[config.mk]
export PLATFORM = sky130hd
export DESIGN_NAME = ahc_controller
export DESIGN_NICKNAME = d
export VERILOG_FILES = /design/src/rtl/ahc_pkg.sv /design/src/rtl/ahc_controller.sv
export SDC_FILE = /design/constraint.sdc
export NUM_CORES = 1
export LEC_CHECK = 0
export ABC_AREA = 1
export BUFFER_PORTS_ARGS = -buffer_cell sky130_fd_sc_hd__buf_2
export CAP_MARGIN = 5
export CELL_PAD_IN_SITES_DETAIL_PLACEMENT = 0
export CELL_PAD_IN_SITES_GLOBAL_PLACEMENT = 1
export CORE_MARGIN = 2
export CORE_UTILIZATION = 41
export CTS_CLUSTER_DIAMETER = 200
export DETAILED_ROUTE_END_ITERATION = 6
export PLACE_DENSITY = 0.82
export SLEW_MARGIN = 10
export SYNTH_ARGS = -nofsm -noshare
export SYNTH_HDL_FRONTEND = slang
export SYNTH_SLANG_ARGS = --single-unit
[constraint.sdc]
create_clock -name i_clk -period 7.32 [get_ports i_clk]
set_input_delay 1.464 -clock i_clk [delete_from_list [all_inputs] [get_ports i_clk]]
set_output_delay 1.464 -clock i_clk [all_outputs]
set_load 0.05 [all_outputs]
[src/rtl/ahc_pkg.sv]
`default_nettype none

package ahc_pkg;

    // Default store geometry
    localparam int DEF_MAX_ROWS = 32;
    localparam int DEF_MAX_DIM  = 64;

    // Index fields in the command word are sized for the largest geometry
    localparam int CMD_ROW_W = 9;
    localparam int CMD_DIM_W = 8;

    localparam logic [17:0] LOG2E_Q16   = 18'd94548;
    localparam int          ROUND_HALF  = 32768;
    localparam logic [16:0] ONE_Q16     = 17'd65536;
    localparam int          EXP_SHIFT_LIMIT = 17;

    // Register reset values
    localparam logic [5:0]  RST_SEQ_LENGTH  = 6'd32;
    localparam logic [6:0]  RST_HEAD_DIM    = 7'd64;
    localparam logic [6:0]  RST_VALUE_DIM   = 7'd64;
    localparam logic [15:0] RST_SCORE_SCALE = 16'd8192;

    typedef enum logic [1:0] {
        CFG_SEQ_LENGTH  = 2'd0,
        CFG_HEAD_DIM    = 2'd1,
        CFG_VALUE_DIM   = 2'd2,
        CFG_SCORE_SCALE = 2'd3
    } t_cfg_idx;

    typedef enum logic [1:0] {
        OP_WRITE_Q = 2'd0,
        OP_WRITE_K = 2'd1,
        OP_WRITE_V = 2'd2,
        OP_COMPUTE = 2'd3
    } t_op;

    typedef struct packed {
        logic [1:0]         operation;
        logic [4:0]         row_index;
        logic [5:0]         col_index;
        logic signed [15:0] element;
    } t_in_word;

    typedef struct packed {
        logic [4:0]         out_row;
        logic [5:0]         out_col;
        logic signed [15:0] out_value;
        logic               last;
    } t_out_word;

    typedef enum logic [3:0] {
        DP_NONE,
        DP_LOAD,
        DP_MAC,
        DP_SC_LO,
        DP_SC_HI,
        DP_SC_WR,
        DP_EX_D,
        DP_EX_MULU,
        DP_EX_U,
        DP_EX_MUL,
        DP_EX_UPD,
        DP_EX_WR,
        DP_DIV,
        DP_W_MUL,
        DP_W_WR,
        DP_EMIT
    } t_dp_op;

    typedef struct packed {
        t_dp_op                 op;
        logic                   first;
        logic                   mac_wv;
        logic                   last;
        logic [4:0]             row;
        logic [CMD_ROW_W-1:0]   j;
        logic [CMD_DIM_W-1:0]   l;
        logic [3:0]             bitn;
    } t_dp_cmd;

    // 2^-(2^-k) in Q0.16, k = 1..16
    function automatic logic [15:0] frac_tab(input logic [3:0] idx);
        logic [15:0] v;
        case (idx)
            4'd0:  v = 16'd46341;
            4'd1:  v = 16'd55109;
            4'd2:  v = 16'd60097;
            4'd3:  v = 16'd62757;
            4'd4:  v = 16'd64132;
            4'd5:  v = 16'd64830;
            4'd6:  v = 16'd65182;
            4'd7:  v = 16'd65359;
            4'd8:  v = 16'd65447;
            4'd9:  v = 16'd65492;
            4'd10: v = 16'd65514;
            4'd11: v = 16'd65525;
            4'd12: v = 16'd65530;
            4'd13: v = 16'd65533;
            default: v = 16'd65535;
        endcase
        return v;
    endfunction

endpackage

`default_nettype wire

[src/rtl/ahc_controller.sv]
`default_nettype none

module ahc_controller #(
    parameter int MAX_ROWS = 32,
    parameter int MAX_DIM  = 64
) (
    input  wire logic                            i_clk,
    input  wire logic                            i_rst_n,
    input  wire logic                            i_start,
    input  wire ahc_pkg::t_in_word               i_word,
    input  wire logic [$clog2(MAX_ROWS+1)-1:0]   i_n,
    input  wire logic [$clog2(MAX_DIM+1)-1:0]    i_hd,
    input  wire logic [$clog2(MAX_DIM+1)-1:0]    i_vd,
    output logic                                 o_busy,
    output ahc_pkg::t_dp_cmd                     o_cmd
);
    import ahc_pkg::*;

    localparam int ROW_W = (MAX_ROWS > 1) ? $clog2(MAX_ROWS) : 1;
    localparam int DIM_W = (MAX_DIM > 1) ? $clog2(MAX_DIM) : 1;

    typedef enum logic [19:0] {
        S_IDLE     = 20'h00001,
        S_DOT      = 20'h00002,
        S_DOT_WAIT = 20'h00004,
        S_SC_LO    = 20'h00008,
        S_SC_HI    = 20'h00010,
        S_SC_WR    = 20'h00020,
        S_EX_RD    = 20'h00040,
        S_EX_D     = 20'h00080,
        S_EX_MULU  = 20'h00100,
        S_EX_U     = 20'h00200,
        S_EX_MUL   = 20'h00400,
        S_EX_UPD   = 20'h00800,
        S_EX_WR    = 20'h01000,
        S_DIV      = 20'h02000,
        S_W_RD     = 20'h04000,
        S_W_MUL    = 20'h08000,
        S_W_WR     = 20'h10000,
        S_OUT_MAC  = 20'h20000,
        S_OUT_WAIT = 20'h40000,
        S_OUT      = 20'h80000
    } t_state;

    t_state           r_state, n_state;
    logic [ROW_W-1:0] r_j, n_j;
    logic [DIM_W-1:0] r_l, n_l;
    logic [3:0]       r_b, n_b;
    logic [5:0]       r_k, n_k;
    logic             r_wait, n_wait;
    logic [4:0]       r_row, n_row;
    logic             j_end, l_end, c_end;

    assign j_end  = (32'(r_j) == 32'(i_n) - 1);
    assign l_end  = (32'(r_l) == 32'(i_hd) - 1);
    assign c_end  = (32'(r_l) == 32'(i_vd) - 1);
    assign o_busy = (r_state != S_IDLE);

    always_comb begin
        n_state = r_state;
        n_j     = r_j;
        n_l     = r_l;
        n_b     = r_b;
        n_k     = r_k;
        n_wait  = r_wait;
        n_row   = r_row;
        o_cmd        = '0;
        o_cmd.op     = DP_NONE;
        o_cmd.row    = r_row;
        o_cmd.j      = CMD_ROW_W'(r_j);
        o_cmd.l      = CMD_DIM_W'(r_l);
        o_cmd.bitn   = r_b;
        case (r_state)
            S_IDLE: begin
                if (i_start) begin
                    if (t_op'(i_word.operation) != OP_COMPUTE) begin
                        o_cmd.op = DP_LOAD;
                    end else if (32'(i_word.row_index) < 32'(i_n)) begin
                        n_row   = i_word.row_index;
                        n_j     = '0;
                        n_l     = '0;
                        n_state = S_DOT;
                    end
                end
            end
            S_DOT: begin
                o_cmd.op    = DP_MAC;
                o_cmd.first = (r_l == '0);
                if (l_end) begin
                    n_l     = '0;
                    n_wait  = 1'b0;
                    n_state = S_DOT_WAIT;
                end else begin
                    n_l = r_l + 1'b1;
                end
            end
            S_DOT_WAIT: begin
                n_wait = 1'b1;
                if (r_wait) begin
                    n_state = S_SC_LO;
                end
            end
            S_SC_LO: begin
                o_cmd.op = DP_SC_LO;
                n_state  = S_SC_HI;
            end
            S_SC_HI: begin
                o_cmd.op = DP_SC_HI;
                n_state  = S_SC_WR;
            end
            S_SC_WR: begin
                o_cmd.op    = DP_SC_WR;
                o_cmd.first = (r_j == '0);
                if (j_end) begin
                    n_j     = '0;
                    n_state = S_EX_RD;
                end else begin
                    n_j     = r_j + 1'b1;
                    n_state = S_DOT;
                end
            end
            S_EX_RD: n_state = S_EX_D;
            S_EX_D: begin
                o_cmd.op = DP_EX_D;
                n_state  = S_EX_MULU;
            end
            S_EX_MULU: begin
                o_cmd.op = DP_EX_MULU;
                n_state  = S_EX_U;
            end
            S_EX_U: begin
                o_cmd.op = DP_EX_U;
                n_b      = 4'd15;
                n_state  = S_EX_MUL;
            end
            S_EX_MUL: begin
                o_cmd.op = DP_EX_MUL;
                n_state  = S_EX_UPD;
            end
            S_EX_UPD: begin
                o_cmd.op = DP_EX_UPD;
                if (r_b == 4'd0) begin
                    n_state = S_EX_WR;
                end else begin
                    n_b     = r_b - 1'b1;
                    n_state = S_EX_MUL;
                end
            end
            S_EX_WR: begin
                o_cmd.op    = DP_EX_WR;
                o_cmd.first = (r_j == '0);
                if (j_end) begin
                    n_j     = '0;
                    n_k     = 6'd32;
                    n_state = S_DIV;
                end else begin
                    n_j     = r_j + 1'b1;
                    n_state = S_EX_RD;
                end
            end
            S_DIV: begin
                o_cmd.op    = DP_DIV;
                o_cmd.first = (r_k == 6'd32);
                if (r_k == 6'd0) begin
                    n_state = S_W_RD;
                end else begin
                    n_k = r_k - 1'b1;
                end
            end
            S_W_RD: n_state = S_W_MUL;
            S_W_MUL: begin
                o_cmd.op = DP_W_MUL;
                n_state  = S_W_WR;
            end
            S_W_WR: begin
                o_cmd.op = DP_W_WR;
                if (j_end) begin
                    n_j     = '0;
                    n_l     = '0;
                    n_state = S_OUT_MAC;
                end else begin
                    n_j     = r_j + 1'b1;
                    n_state = S_W_RD;
                end
            end
            S_OUT_MAC: begin
                o_cmd.op     = DP_MAC;
                o_cmd.mac_wv = 1'b1;
                o_cmd.first  = (r_j == '0);
                if (j_end) begin
                    n_j     = '0;
                    n_wait  = 1'b0;
                    n_state = S_OUT_WAIT;
                end else begin
                    n_j = r_j + 1'b1;
                end
            end
            S_OUT_WAIT: begin
                n_wait = 1'b1;
                if (r_wait) begin
                    n_state = S_OUT;
                end
            end
            S_OUT: begin
                o_cmd.op   = DP_EMIT;
                o_cmd.last = c_end;
                if (c_end) begin
                    n_state = S_IDLE;
                end else begin
                    n_l     = r_l + 1'b1;
                    n_state = S_OUT_MAC;
                end
            end
            default: n_state = S_IDLE;
        endcase
    end

    always_ff @(posedge i_clk) begin
        if (!i_rst_n) begin
            r_state <= S_IDLE;
        end else begin
            r_state <= n_state;
        end
    end

    always_ff @(posedge i_clk) begin
        r_j    <= n_j;
        r_l    <= n_l;
        r_b    <= n_b;
        r_k    <= n_k;
        r_wait <= n_wait;
        r_row  <= n_row;
    end

endmodule

`default_nettype wire

==> impl_metrics.env <==
export IMPL_met2WireLength_mm=4.16
export IMPL_dr_pass1_iters=4
export IMPL_fmaxAchievable_mhz=221
export IMPL_vias_per_cell=4.83
export IMPL_required_ns=5.86
export IMPL_setup_tns_final_ns=0
export IMPL_slowest_delay_ns=0.32
export IMPL_synth_fa_ha_area_share_pct=5.01
export IMPL_start_util_pct=42.5
export IMPL_syn_inst=561
export IMPL_post_route_util_pct=47.7
export IMPL_synthXorXnorAreaFrac_pct=3.04
export IMPL_ys_seq_area_share_pct=32.3
export IMPL_area_delta_synth_final_pct=12.1
export IMPL_tightest_slew_ns=0.844
export IMPL_fillers=948
export IMPL_io_buffer_count=57
export IMPL_hold_slack_ns=0.520
export IMPL_grt_overflow=0
export IMPL_synthMuxAreaShare_pct=0
export IMPL_power_density_nw_per_um2=257
export IMPL_drt_wl_total_mm=8.79
export IMPL_grt_start_max_net_pins=21
export IMPL_final_antenna_net_count=0
export IMPL_path_clk_slew_ns=0.09
export IMPL_maxCapViolations=0
export IMPL_cp_arrival_ns=3.05
export IMPL_die_y_um=99.6
export IMPL_root_buffer="clkbuf_8"
export IMPL_period_minus_slack_ns=4.52
export IMPL_grt_pass1_wl_mm=15.2
export IMPL_ioPinCount=86
export IMPL_antennaDiodeCount=0
export IMPL_grt_usage_pct=18.6
export IMPL_core_sq_um=8810
export IMPL_outcome="complete, no violations"
export IMPL_top_layer="met4"
export IMPL_critPathCaptureType="output pin"
export IMPL_ys_ff_latch=47
export IMPL_drt_initial_drc_count=209
export IMPL_antenna_found_initial=0
export IMPL_yosysUniqueCellTypes=38
export IMPL_die_w_um=99.6
export IMPL_clock_sinks=47
export IMPL_syn_area_sq_um=3750
export IMPL_post_route_period_util_pct=61.7
export IMPL_critical_path_buf_inv_count=4
export IMPL_wl_per_cell_um=12.1
export IMPL_clk_path_buf_depth=2
export IMPL_path_max_fanout=3
export IMPL_synth_top_family_by_area="simple AND/OR/NAND/NOR gates"
export IMPL_critPathSlowestCell="buf_2"
export IMPL_path_cells="buf_2 > inv_1 > ha_1 > inv_1 > nor3_1 > nand3_1 > nand2_1 > nand3_1 > nor3_2 > buf_2"
export IMPL_cts_tree="yes"
export IMPL_htreeDepth=2
export IMPL_ir_drop_mv=0.147
export IMPL_clock_latency_ns=0.31
export IMPL_drive_gt1_share_pct=19.5
export IMPL_nets=687
export IMPL_post_cts_buffers=0
export IMPL_crit_family="simple AND/OR/NAND/NOR gates"
export IMPL_cts_resized=0
export IMPL_yosys_warnings=0
export IMPL_synth_compound_area_share_pct=2.44
export IMPL_avgSynthCellArea_sq_um=6.68
export IMPL_hold_path_class="reg -> reg"
export IMPL_grt_pass1_vias=3361
export IMPL_path_class="in -> out"
export IMPL_gp_congestion=0.871
export IMPL_skew_ns=0.00666
export IMPL_drv_slew=0
export IMPL_setup_violations=0
export IMPL_hold_buffers=0
export IMPL_leakagePower_nw=2.40
export IMPL_cts_buffers_inserted=5
export IMPL_rsz0062_at_grt="no"
export IMPL_die_area_sq_um=9920
export IMPL_dpl_hpwl_mm=7.06
export IMPL_drcViolationCount=0
export IMPL_core_rowCount=34
export IMPL_max_slew_margin_pct=43.2
export IMPL_vias=3518
export IMPL_wl_met3_um=305
export IMPL_m1WireLength_mm=4.22
export IMPL_synthSimpleGateAreaFrac_pct=43.3
export IMPL_hold_violations=0
export IMPL_startpoint_type="input port"
layout make-up:
cell class,instances,area (sq um),area share (%)
multi-input cells,391,2040,48.5
clock buffers,5,68.8,1.64
inverters,118,443,10.6
clock inverters,3,18.8,0.447
flip-flops and latches,47,1210,28.9
repair buffers,57,285,6.80
well taps,108,135,3.22
state kept, by name, summed over array words and instances (netlist names):
name	count
r_k	6
r_b	4
r_wait	1
r_j	5
r_l	6
r_row	5
r_state	20
logic make-up after synthesis:
family | Yosys count
AO/OA/AOI/OAI | 16
adder cells (fa/ha/maj) | 15
AND/OR/NAND/NOR | 341
XOR/XNOR | 13
buffers and inverters | 128
flip-flops | 47
other | 1
report_power, final:
group	internal, W	total, W	switching, W
combinational	0.000154	0.000543	0.000389
clock	0.0000669	0.000162	0.0000952
sequential	0.000323	0.000374	0.0000513
total	0.000544	0.00108	0.000535
metal layers:
layer  GRT usage [%]  up-vias
met3            2.46        9
li1                -     1858
met2            32.3       56
met4            4.21        0
met5               0        -
met1            24.7     1595
cell usage in the layout, fill, tap and decap left out, types with 6 or more instances in the layout:
| master | Yosys | routed |
|---|---|---|
| nand3_1 | 31 | 31 |
| inv_1 | 101 | 101 |
| nor2_1 | 80 | 80 |
| nor2_2 | 9 | 9 |
| ha_1 | 15 | 15 |
| conb_1 | 1 | 6 |
| nand4_1 | 26 | 26 |
| xor2_1 | 8 | 8 |
| buf_2 | 3 | 57 |
| nand2_2 | 10 | 10 |
| nor3_1 | 18 | 18 |
| o21ai_0 | 6 | 6 |
| nand2_1 | 140 | 140 |
| inv_2 | 17 | 17 |
| edfxtp_1 | 27 | 27 |
| dfxtp_1 | 20 | 20 |
final timing paths:
path / startpoint / endpoint / slack [ns] / depth (start not counted)
max: i_vd[0] / o_cmd[26] / 2.80 / 10
min: r_state[0]$_SDFFE_PN1P_ / r_state[0]$_SDFFE_PN1P_ / 0.52 / 2
max reg2reg: r_state[14]$_SDFFE_PN0P_ / r_j[2]$_SDFFCE_PP0P_ / 4.81 / 8
min reg2reg: r_state[0]$_SDFFE_PN1P_ / r_state[0]$_SDFFE_PN1P_ / 0.52 / 2
worst min-delay path: cells and delay by family, from the launching register on:
| family | cells | cell delay (ns) |
|---|---|---|
| simple gates | 2 | 0.14 |
| flops | 1 | 0.34 |
cells in the mapped netlist:
library cell / instances / share of area, %
nand2_1: 140 / 14
inv_1: 101 / 10
nor2_1: 80 / 8.0
nand3_1: 31 / 4.1
edfxtp_1: 27 / 22
nand4_1: 26 / 4.3
dfxtp_1: 20 / 11
nor3_1: 18 / 2.4
inv_2: 17 / 1.7
ha_1: 15 / 5.0
nand2_2: 10 / 1.7
nor2_2: 9 / 1.5
xor2_1: 8 / 1.9
buf_4: 6 / 1.2
o21ai_0: 6 / 0.80
a21oi_1: 5 / 0.67
nand3_2: 5 / 1.3
nor2_4: 5 / 1.5
xnor2_1: 5 / 1.2
buf_2: 3 / 0.40
nor4_1: 3 / 0.50
nand2_4: 2 / 0.60
nand4_2: 2 / 0.67
nor3b_2: 2 / 0.67
or2_2: 2 / 0.33
a21boi_0: 1 / 0.20
a21boi_1: 1 / 0.20
and2_1: 1 / 0.17
buf_8: 1 / 0.40
conb_1: 1 / 0.10
nand3b_1: 1 / 0.20
nor2_8: 1 / 0.53
nor3_2: 1 / 0.27
nor3b_1: 1 / 0.20
o211ai_1: 1 / 0.20
o21ai_1: 1 / 0.13
o221ai_1: 1 / 0.23
or2_1: 1 / 0.17
stage by stage:
step	total power (W)	worst slack, ns	area [sq um]	instances
floorplan	0.000809	2.87	3760	566
detailed placement	0.000924	2.78	4110	721
global placement	0.000917	2.78	4110	721
CTS	0.00109	2.77	4200	729
global route	0.00116	2.46	4200	729
finish	0.00108	2.80	4200	729
No activity file was read; power rests on OpenSTA's default activity.
